[src/hdl/jsph_pkg.sv]
// Shared types, constants and helpers for the joint symbol pattern histogram.
package jsph_pkg;

   localparam int unsigned MAX_ALPHABET  = 20;
   localparam int unsigned COUNT_BITS    = 32;
   localparam int unsigned FRACTION_BITS = 16;

   localparam int unsigned NUC_ALPHA   = (4 > MAX_ALPHABET) ? MAX_ALPHABET : 4;
   localparam int unsigned AMINO_ALPHA = (20 > MAX_ALPHABET) ? MAX_ALPHABET : 20;
   localparam int unsigned NUC_LIMIT   = NUC_ALPHA * NUC_ALPHA * NUC_ALPHA * NUC_ALPHA;
   localparam int unsigned AMINO_LIMIT = AMINO_ALPHA * AMINO_ALPHA * AMINO_ALPHA * AMINO_ALPHA;
   localparam int unsigned STORE_DEPTH =
      MAX_ALPHABET * MAX_ALPHABET * MAX_ALPHABET * MAX_ALPHABET;

   localparam int unsigned ADDR_BITS  = $clog2(STORE_DEPTH);
   localparam int unsigned SYM_BITS   = $clog2(MAX_ALPHABET);
   localparam int unsigned ALPHA_BITS = $clog2(MAX_ALPHABET + 1);
   localparam int unsigned QUOT_BITS  = FRACTION_BITS + 1;
   localparam int unsigned STEP_BITS  = $clog2(FRACTION_BITS + 2);

   localparam logic [1:0] ACT_COUNT = 2'd0;
   localparam logic [1:0] ACT_READ  = 2'd1;
   localparam logic [1:0] ACT_CLEAR = 2'd2;

   typedef enum logic [2:0] {
      ST_CLEAR,
      ST_IDLE,
      ST_LOOK,
      ST_UPDATE,
      ST_DIVIDE,
      ST_SEND
   } state_type;

   typedef struct packed {
      logic [1:0]  action;
      logic [7:0]  sym_a;
      logic [7:0]  sym_b;
      logic [7:0]  sym_c;
      logic [7:0]  sym_d;
      logic [17:0] bin_index;
   } req_type;

   typedef struct packed {
      logic [16:0] frequency;
      logic [31:0] bin_count;
      logic [31:0] site_total;
      logic        site_kept;
      logic        no_sites;
      logic        index_out_of_range;
   } rsp_type;

   function automatic logic [31:0] clamp32(logic [COUNT_BITS-1:0] value);
      logic [63:0] wide;
      wide = 64'(value);
      return (wide > 64'hFFFF_FFFF) ? 32'hFFFF_FFFF : wide[31:0];
   endfunction

endpackage

[src/hdl/jsph_divider.sv]
// Bit-serial rounding divider producing count / sites in unsigned fixed point.
module jsph_divider (
   input  logic                                 clock,
   input  logic                                 reset,
   input  logic                                 start,
   input  logic [jsph_pkg::COUNT_BITS-1:0]      dividend,
   input  logic [jsph_pkg::COUNT_BITS-1:0]      divisor,
   output logic                                 done,
   output logic [jsph_pkg::QUOT_BITS-1:0]       quotient
);

   localparam logic [jsph_pkg::STEP_BITS-1:0] LAST_STEP =
      jsph_pkg::STEP_BITS'(jsph_pkg::FRACTION_BITS + 1);

   logic                                busy_ff, busy_in;
   logic                                done_ff, done_in;
   logic [jsph_pkg::STEP_BITS-1:0]      step_ff, step_in;
   logic [jsph_pkg::COUNT_BITS:0]       rem_ff, rem_in;
   logic [jsph_pkg::COUNT_BITS-1:0]     div_ff, div_in;
   logic [jsph_pkg::QUOT_BITS-1:0]      quo_ff, quo_in;
   logic                                ge;
   logic [jsph_pkg::COUNT_BITS:0]       diff;

   always_comb begin
      ge      = rem_ff >= {1'b0, div_ff};
      diff    = ge ? (rem_ff - {1'b0, div_ff}) : rem_ff;
      busy_in = busy_ff;
      done_in = 1'b0;
      step_in = step_ff;
      rem_in  = rem_ff;
      div_in  = div_ff;
      quo_in  = quo_ff;
      if (start) begin
         busy_in = 1'b1;
         step_in = '0;
         rem_in  = {1'b0, dividend};
         div_in  = divisor;
         quo_in  = '0;
      end else if (busy_ff) begin
         if (step_ff == LAST_STEP) begin
            // final step rounds half up
            quo_in  = quo_ff + jsph_pkg::QUOT_BITS'(ge);
            busy_in = 1'b0;
            done_in = 1'b1;
         end else begin
            rem_in  = {diff[jsph_pkg::COUNT_BITS-1:0], 1'b0};
            quo_in  = {quo_ff[jsph_pkg::QUOT_BITS-2:0], ge};
            step_in = step_ff + 1'b1;
         end
      end
   end

   always_ff @(posedge clock) begin
      if (reset) begin
         busy_ff <= 1'b0;
         done_ff <= 1'b0;
      end else begin
         busy_ff <= busy_in;
         done_ff <= done_in;
      end
      step_ff <= step_in;
      rem_ff  <= rem_in;
      div_ff  <= div_in;
      quo_ff  <= quo_in;
   end

   assign done     = done_ff;
   assign quotient = quo_ff;

endmodule

[config.mk]
export PLATFORM = sky130hd
export DESIGN_NAME = jsph_divider
export DESIGN_NICKNAME = d
export VERILOG_FILES = /design/src/hdl/jsph_pkg.sv /design/src/hdl/jsph_divider.sv
export SDC_FILE = /design/constraint.sdc
export NUM_CORES = 1
export LEC_CHECK = 0
export ABC_AREA = 1
export BUFFER_PORTS_ARGS = -buffer_cell sky130_fd_sc_hd__buf_2
export CORE_MARGIN = 2
export CORE_UTILIZATION = 40
export CTS_BUF_LIST = sky130_fd_sc_hd__clkbuf_8
export DETAILED_ROUTE_END_ITERATION = 6
export PLACE_DENSITY = 0.57
export SLEW_MARGIN = 20
export SYNTH_ARGS = -nofsm -noshare
export SYNTH_HDL_FRONTEND = slang
export SYNTH_SLANG_ARGS = --single-unit
[constraint.sdc]
create_clock -name clock -period 4.48 [get_ports clock]
set_input_delay 1.12 -clock clock [delete_from_list [all_inputs] [get_ports clock]]
set_output_delay 1.12 -clock clock [all_outputs]
set_load 0.01 [all_outputs]
Word level (Yosys, flattened, before mapping)
Index checks and enable logic that the tools add are counted.
Widths: inputs -> output; s select.
{"block": "totals", "out_inout_bits": 18, "inputBits": 67, "word_cells": 28, "regBits": 89}
{"block": "classes", "bitwise_logic": 2, "n_reduce_logical": 4, "n_eq_ne": 2, "muxes": 9, "order_cmp": 1, "addsub": 3}
{"operator": "$mux 32", "count": 4}
{"operator": "$ge 33x32->1", "count": 1}
{"operator": "$sub 32x32->32", "count": 1}
{"operator": "$add 17x1->17", "count": 1}
{"operator": "$mux 17", "count": 1}
{"operator": "$add 5x1->5 const B", "count": 1}
{"operator": "$eq 5x5->1 const B", "count": 1}
{"operator": "$mux 1", "count": 4}
{"operator": "$reduce_and 2->1", "count": 2}
{"operator": "$reduce_or 3->1", "count": 1}
{"operator": "$ne 2x2->1 const B", "count": 1}
{"operator": "$not 1->1", "count": 2}
{"operator": "$reduce_bool 2->1", "count": 1}

Depth between registers and ports, before layout
Gate-level depths: netlist (run 1).
{"block": "depth", "depth_word": 5, "mapped_depth": 24, "depth_no_buf": 23}

Least setup slack after synthesis (run 1)
Ideal clock, no wire load.
{"block": "synth_timing", "path_type": "flip-flop to flip-flop", "start": "register rem_ff[8] in the netlist's numbering", "end": "register quo_ff (netlist bit quotient[12])", "stages_incl_launch_ff": 20, "setup_ns": 0.132, "required_time_ns": 4.348, "arrival_ns": 2.893, "n_path_buf": 1, "path_slack_ns": 1.455, "period_less_slack_ns": 3.025, "cell_sequence": "edfxtp_1 -> ha_1 -> nand2_2 -> nor2_1 -> nand3_1 -> nand3_2 -> nand2_2 -> nand2_2 -> nand3_4 -> nand2_8 -> buf_6 -> ha_1 -> ha_1 -> nand2_1 -> nor3_4 -> nand4_1 -> or2_2 -> or2_0 -> nand3_1 -> a21oi_1"}
{"block": "synth_between", "elab_chain_len": 3}
{"item": "start, declared", "line_no": "jsph_divider.sv:18", "text": "logic [jsph_pkg::COUNT_BITS:0] rem_ff, rem_in;"}
{"item": "start signal, assigned", "line_no": "jsph_divider.sv:62", "text": "rem_ff <= rem_in;"}
{"item": "$ge 33x32->1", "line_no": "jsph_divider.sv:25", "text": "ge = rem_ff >= {1'b0, div_ff};"}
{"item": "$add 17x1->17", "line_no": "jsph_divider.sv:42", "text": "quo_in = quo_ff + jsph_pkg::QUOT_BITS'(ge);"}
{"item": "$mux 17", "line_no": "jsph_divider.sv:40", "text": "if (step_ff == LAST_STEP) begin"}
{"item": "end signal, assigned", "line_no": "jsph_divider.sv:64", "text": "quo_ff <= quo_in;"}
{"item": "end, declared", "line_no": "jsph_divider.sv:20", "text": "logic [jsph_pkg::QUOT_BITS-1:0] quo_ff, quo_in;"}
Every way passes these cells.
A chain may end at the register's enable or synchronous reset.

Worst setup path in the final report (run 1)
{"block": "layout_timing", "start": "register rem_ff[4] in the netlist's numbering", "end": "register quo_ff (netlist bit quotient[12])"}
Same word-level chain as after synthesis.

==> results.md, run 1 <==
- Leakage: 3.90 nW
- Total wire length: 17,600 um
- Startpoint types: flop
- Crit path arrival time: 3.77 ns
- Post-Synthesis Cells: 984
- Global-route wire length before repair: 29,000 um
- Die footprint: 18,100 um2
- Design area: 7600 um2
- Crit path kind: flop to flop
- # rows: 47
- Post-CTS Resized: 0
- Layout cells sized above 1: 12.2%
- Final critical-path share of the clock period: 78.7%
- Clock-pin slew on the worst setup and hold paths: 0.11 ns
- Post-Syn Area: 6810 um2
- Seq/Total Area, Yosys: 35.5%
- Post-synthesis mux area share: 0%
- Sink Count: 89
- Min-Delay Path Class: flop to flop
- Syn Nets: 1,089
- Max Slew Vio Count: 0
- Post-DP HPWL: 13,200 um
- Largest net degree at the start of global routing: 78
- Simple-Gate Fraction of Synth Area: 38.1%
- Postcts setup bufs: 0
- Core area: 16,600 um2
- Sequential Area: 2420 um2
- Layout fillers: 1,785
- Via density: 4.82
- Placer Congestion: 0.923
- I/O pin total: 85
- WL per Instance: 13.7 um
- Largest family of logic cells by synthesized area: simple AND/OR/NAND/NOR gates
- Final min period: 3.53 ns
- Adder-cell share of the synthesized area: 7.09%
- Max-slew headroom: 35.0%
- Skew final: 0.0185 ns
- MaxCap Viol Count: 0
- Seq pwr share: 34.5%
- Starting density of the core: 40.9%
- Crit path capture type: flop
- Switching Fraction: 43.1%
- CTS Buf Count: 9
- Drt pass-1 iters: 5
- Number of synthesized flops with an enable pin: 64
- GR Overflow Total: 0
- DR DRC count: 0
- Placed Area: 7420 um2
- DIE HEIGHT: 135 um
- Antenna violations before repair: 0
- Run status: completed
- Unrepaired setup endpoints after global routing: no
- DRT iter0 DRCs: 352
- Routed via count: 6,221
- Post-Synth XOR/XNOR Area: 2.31%
- Yosys reg bits: 89
- Dpl ws: 1.02 ns
- Vias in the first global route: 5,941
- Hold Fails Final Rpt: 0
- CTS max path bufs: 2
- Htree depth: 3
- I/O Buffers: 84
- Hold Buf Count CTS: 0
- Synth cell types: 46
- Die W: 135 um
- Peak supply drop: 0.000166 V
- Compound-Gate Fraction of Synth Area: 5.29%
- Internal: 1.76 mW
- Post-synthesis average cell area: 6.92 um2
- Final ANT Viol Nets: 0
- Synth warnings: 0
- Worst-skew pair later-pin latency: 0.40 ns
- Least-Margin Pin Slew: 0.973 ns
- N_diodes: 0
- Final std cells w/o fill: 1,290
- Synth Flop Type: edfxtp_1
- Setup TNS: 0 ns
- Power share of the clock group: 18.1%
- Final core utilization: 45.7%
- Power Dens Cells: 408 nW/um2
- Final WS setup: 0.954 ns
- CP max FO: 32
- GRT Resource Usage Total: 20.1%
- CTS tree: yes
- Root Buffer Master: clkbuf_8
- Worst path required time: 4.72 ns
- Fmax: 284 MHz
- NumNets Final: 1,170
- Gate power share: 47.4%
- Final setup viols: 0
- Ys async rst share: 0%
- Synth-to-Final Area Change: 11.5%
- Switching power: 1.34 mW
- Post-Place Cells: 1,274
- Area occupied by multi-input gates: 3600 um2
cell usage after synthesis (2+ instances only):
cell type,n,share of area (%)
a21oi_1,28,2.1
a31oi_1,3,0.28
buf_2,3,0.22
buf_4,3,0.33
buf_6,6,0.99
clkbuf_1,7,0.39
clkinv_1,2,0.11
dfxtp_1,25,7.3
edfxtp_1,64,28
ha_1,37,6.8
inv_1,172,9.5
inv_2,3,0.17
nand2_1,368,20
nand2_2,7,0.64
nand3_1,68,5.0
nand3b_1,40,4.4
nand4_1,8,0.73
nor2_1,53,2.9
nor2_2,6,0.55
nor2_4,2,0.33
nor3_1,15,1.1
nor3b_1,3,0.33
o211ai_1,3,0.33
o21ai_0,17,1.2
o21bai_1,2,0.22
o22ai_1,2,0.18
o31ai_1,2,0.22
xnor2_1,13,1.7
xor2_1,5,0.64
metrics by stage:
stage               power, mW  hold WS (ns)
finish                   3.10         0.484
global route             3.36         0.512
CTS                      3.12         0.486
detailed placement       2.55         0.471
global placement         2.55         0.467
floorplan                2.23         0.451
cells by family (layout without fill, tap and decap cells):
group,count (synthesis),count (layout)
xor gates and xnor gates,18,18
DFF,89,89
AOI/OAI and AO/OA,63,63
adders and majority gates,38,38
buffers and inverters,196,282
and+or+nand+nor,580,580
final timing paths:
| kind | from | to | slack (ns) | cells after the start |
|---|---|---|---|---|
| setup / recovery | rem_ff[4]$_DFFE_PP_ | quotient[12]$_SDFFE_PP0P_ | 0.95 | 18 |
| hold / removal | step_ff[4]$_SDFFE_PP0P_ | step_ff[4]$_SDFFE_PP0P_ | 0.48 | 2 |
| setup reg to reg | rem_ff[4]$_DFFE_PP_ | quotient[12]$_SDFFE_PP0P_ | 0.95 | 18 |
| hold reg to reg | step_ff[4]$_SDFFE_PP0P_ | step_ff[4]$_SDFFE_PP0P_ | 0.48 | 2 |
metal layers:
layer | wire length (um) | vias to the layer above | global-route usage [%] | share of wire [%]
met5 | 0 | - | 0 | 0
met4 | 246 | 0 | 5.96 | 1.4
met3 | 683 | 15 | 3.38 | 3.9
met2 | 8060 | 119 | 33.2 | 46
met1 | 8640 | 2814 | 27.2 | 49
li1 | - | 3273 | - | -
worst max-delay path: stages, from the launching register on:
cell and delay [ns]:
edfxtp_1 0.41, ha_1 0.38, nand2_1 0.14, nor2_2 0.19, nand4_1 0.12, nor2_1 0.16
nand2_1 0.11, nor2_4 0.11, nor2_4 0.18, nand2_8 0.12, ha_1 0.16, ha_1 0.18
nand2_1 0.12, nor3_4 0.23, nand4_1 0.13, or2_2 0.30, or2_0 0.20, nand3_1 0.07
a21oi_1 0.06
power by group through the flow:
| stage | Combinational (mW) | Sequential, mW | Clock (mW) |
|---|---|---|---|
| after CTS | 1.47 | 1.07 | 0.583 |
| after floorplan | 1.16 | 1.07 | 0 |
| final | 1.47 | 1.07 | 0.562 |
| after global placement | 1.46 | 1.08 | 0 |
| after global routing | 1.67 | 1.08 | 0.606 |
| after detailed placement | 1.46 | 1.09 | 0 |
registers in the layout (all words and copies together) (netlist names):
| name | flops |
|---|---|
| busy_ff | 1 |
| div_ff | 32 |
| done | 1 |
| quotient | 17 |
| rem_ff | 33 |
| step_ff | 5 |
cell usage in the layout, fill, tap and decap left out, drive strengths merged, types with 3 or more instances in the layout:
cell type  netlist  final
xor2             5      5
nor3            16     16
o21ai           17     17
dfxtp           25     25
xnor2           13     13
nand3           70     70
a31oi            3      3
nor3b            3      3
nand2          376    376
nor2            61     61
a21oi           29     29
edfxtp          64     64
clkinv           2      4
buf             12     89
inv            175    178
clkbuf           7     10
ha              37     37
o211ai           3      3
nand4            9      9
nand3b          40     40
layout make-up:
class | count | share of cell area [%]
clock buffer | 10 | 1.81
clock inverter | 6 | 0.626
inverter | 177 | 8.74
multi-input combinational | 699 | 47.3
sequential | 89 | 31.9
tap | 220 | 3.62
timing repair buffer | 89 | 6.02
No activity file was read; power rests on OpenSTA's default activity.
==> run 2: changes to the inputs <==
==> constraint.sdc (replaced) <==
create_clock -name clock -period 3.51 [get_ports clock]
set_input_delay 0.8775 -clock clock [delete_from_list [all_inputs] [get_ports clock]]
set_output_delay 0.8775 -clock clock [all_outputs]
set_load 0.01 [all_outputs]
==> run 2 against run 1 <==
Utilization is 1.6 points higher. Cell area is 3.5% higher. Via count is 0.53% higher. First-iteration DRC count is 16% lower. Critical path depth stayed put. Non-clock buffer count is 8 higher. Sequential power is 29% higher. Count of clock-buffer cells in the layout is 1 lower. Setup slack worse by 0.76 ns. Routed wire length is 3.5% higher. Sequential share of layout area is 1.1 points lower. Highest routed layer unchanged.
==> results.md, run 2 (synthesis gave the netlist of run 1 again) <==
- Run status: completed
- Placed Area: 7450 um2
- Final WS setup: 0.197 ns
- Area occupied by multi-input gates: 3760 um2
- I/O Buffers: 84
- Post-Place Cells: 1,279
- Antenna violations before repair: 0
- Final min period: 3.31 ns
- Commonest cells after routing, fill and taps aside: nand2_1, inv_1, buf_2
- FF-to-FF End: quotient[12]$_SDFFE_PP0P_
- Layout cells sized above 1: 14.7%
- R2R setup slack: 0.20 ns
- Drt pass-1 iters: 4
- Commonest non-fill, non-tap cell in the layout: nand2_1
- Core area: 16,600 um2
- Largest Register: rem_ff
- CTS Buf Count: 9
- DRT iter0 DRCs: 297
- GRT Resource Usage Total: 20.7%
- MaxCap Viol Count: 0
- Max-slew headroom: 65.8%
- CTS max path bufs: 2
- I/O pin total: 85
- DIE HEIGHT: 135 um
- Peak supply drop: 0.000321 V
- Max reg flops: 33
- CTS tree: yes
- FF-to-FF Start: rem_ff[13]$_DFFE_PP_
- Final ANT Viol Nets: 0
- Final setup viols: 0
- Root Buffer Master: clkbuf_8
- Hold Buf Count CTS: 0
- Internal: 2.44 mW
- # rows: 47
- Setup crit end: quotient[12]$_SDFFE_PP0P_
- Total wire length: 18,300 um
- CP max FO: 15
- GR Overflow Total: 0
- Startpoint types: flop
- Power Dens Cells: 532 nW/um2
- Worst Reg2Reg Path Length in Cells: 18
- Layout fillers: 1,709
- Die footprint: 18,100 um2
- Hold_sp: step_ff[4]$_SDFFE_PP0P_
- Switching Fraction: 41.6%
- Post-DP HPWL: 14,000 um
- Power share of the clock group: 19.9%
- Via density: 4.82
- Min-Delay Path Class: flop to flop
- Design area: 7870 um2
- Htree depth: 3
- Max Slew Vio Count: 0
- N_diodes: 0
- Worst hold margin: 0.487 ns
- Unrepaired setup endpoints after global routing: no
- Dpl ws: 0.117 ns
- Vias in the first global route: 6,032
- Final std cells w/o fill: 1,298
- Largest net degree at the start of global routing: 42
- Leakage: 3.95 nW
- Switching power: 1.74 mW
- Global-route wire length before repair: 29,600 um
- Starting density of the core: 40.9%
- Final critical-path share of the clock period: 94.4%
- Skew final: 0.0229 ns
- Hold Fails Final Rpt: 0
- Placer Congestion: 0.939
- Die W: 135 um
- DR DRC count: 0
- Seq pwr share: 33.0%
- Crit path from: rem_ff[13]$_DFFE_PP_
- Crit path capture type: flop
- Fmax: 302 MHz
- Crit path arrival time: 3.57 ns
- Sink Count: 89
- Setup TNS: 0 ns
- Clock-pin slew on the worst setup and hold paths: 0.10 ns
- Sequential Area: 2420 um2
- NumNets Final: 1,178
- Synth-to-Final Area Change: 15.5%
- Worst-skew pair later-pin latency: 0.40 ns
- Crit path kind: flop to flop
- Least-Margin Pin Slew: 0.512 ns
- WL per Instance: 14.1 um
- Routed via count: 6,254
- Worst path required time: 3.77 ns
- Gate power share: 47.1%
-- run 2: changes by cell type in the layout (fill, tap and decap cells not counted), sizes merged --
cell	change
buf	+8
bufinv	+2
clkinvlp	-1
clkbuf	-1
-- run 2: worst max-delay path: stages (launching register included) --
cell,delay (ns)
edfxtp_1,0.42
ha_1,0.37
nand2_1,0.12
nor2_2,0.19
nand2_1,0.14
nor2_2,0.12
nand2_1,0.09
nor2_4,0.12
nor2_4,0.07
nand2_8,0.12
ha_2,0.20
ha_2,0.19
nand2_2,0.08
nor3_4,0.20
nand4_1,0.13
or2_2,0.31
or2_0,0.20
nand3_1,0.06
a21oi_1,0.06
-- run 2: worst min path at each step --
stage | endpoint | slack, ns | cells past startpoint
5_1_grt | step_ff[4]$_SDFFE_PP0P_ | 0.52 | 2
2_1_floorplan | step_ff[4]$_SDFFE_PP0P_ | 0.45 | 2
3_3_place_gp | step_ff[4]$_SDFFE_PP0P_ | 0.47 | 2
6_report | step_ff[4]$_SDFFE_PP0P_ | 0.49 | 2
3_5_place_dp | step_ff[4]$_SDFFE_PP0P_ | 0.47 | 2
4_1_cts | step_ff[4]$_SDFFE_PP0P_ | 0.49 | 2
-- run 2: per-layer routing --
metal	GRT usage, %	routed length, um	up-vias	part of all wire [%]
met5	0	0	-	0
met4	7.13	374	0	2.0
met3	3.45	738	22	4.0
met2	35.0	8550	119	47
met1	26.8	8590	2822	47
li1	-	-	3291	-
-- run 2: power by group through the flow --
| stage | registers (mW) | logic (mW) | clock network, mW |
|---|---|---|---|
| 3_3_place_gp | 1.38 | 1.89 | 0 |
| 5_1_grt | 1.40 | 2.25 | 0.890 |
| 4_1_cts | 1.36 | 1.90 | 0.858 |
| 3_5_place_dp | 1.39 | 1.89 | 0 |
| 2_1_floorplan | 1.37 | 1.48 | 0 |
| 6_report | 1.38 | 1.97 | 0.834 |
-- run 2: repair_timing --
action | 4_1_cts | 5_1_grt
buffers inserted | 0 | 3
gates resized for setup | 0 | 21
setup endpoints to repair | 0 | 3
-- run 2: metrics by stage --
step | power (mW) | utilization (%)
after global routing | 4.54 | 47.3
after global placement | 3.27 | 44.8
after CTS | 4.12 | 46.1
after floorplan | 2.84 | -
after detailed placement | 3.28 | 44.8
final | 4.19 | 47.3
-- run 2: final cells by class --
cell class / instances / area share (%)
multi-input cells: 699 / 47.8
flip-flops and latches: 89 / 30.8
inverters: 177 / 8.44
repair buffers: 97 / 6.58
well taps: 220 / 3.50
clock buffers: 9 / 1.57
clock inverters: 7 / 1.29
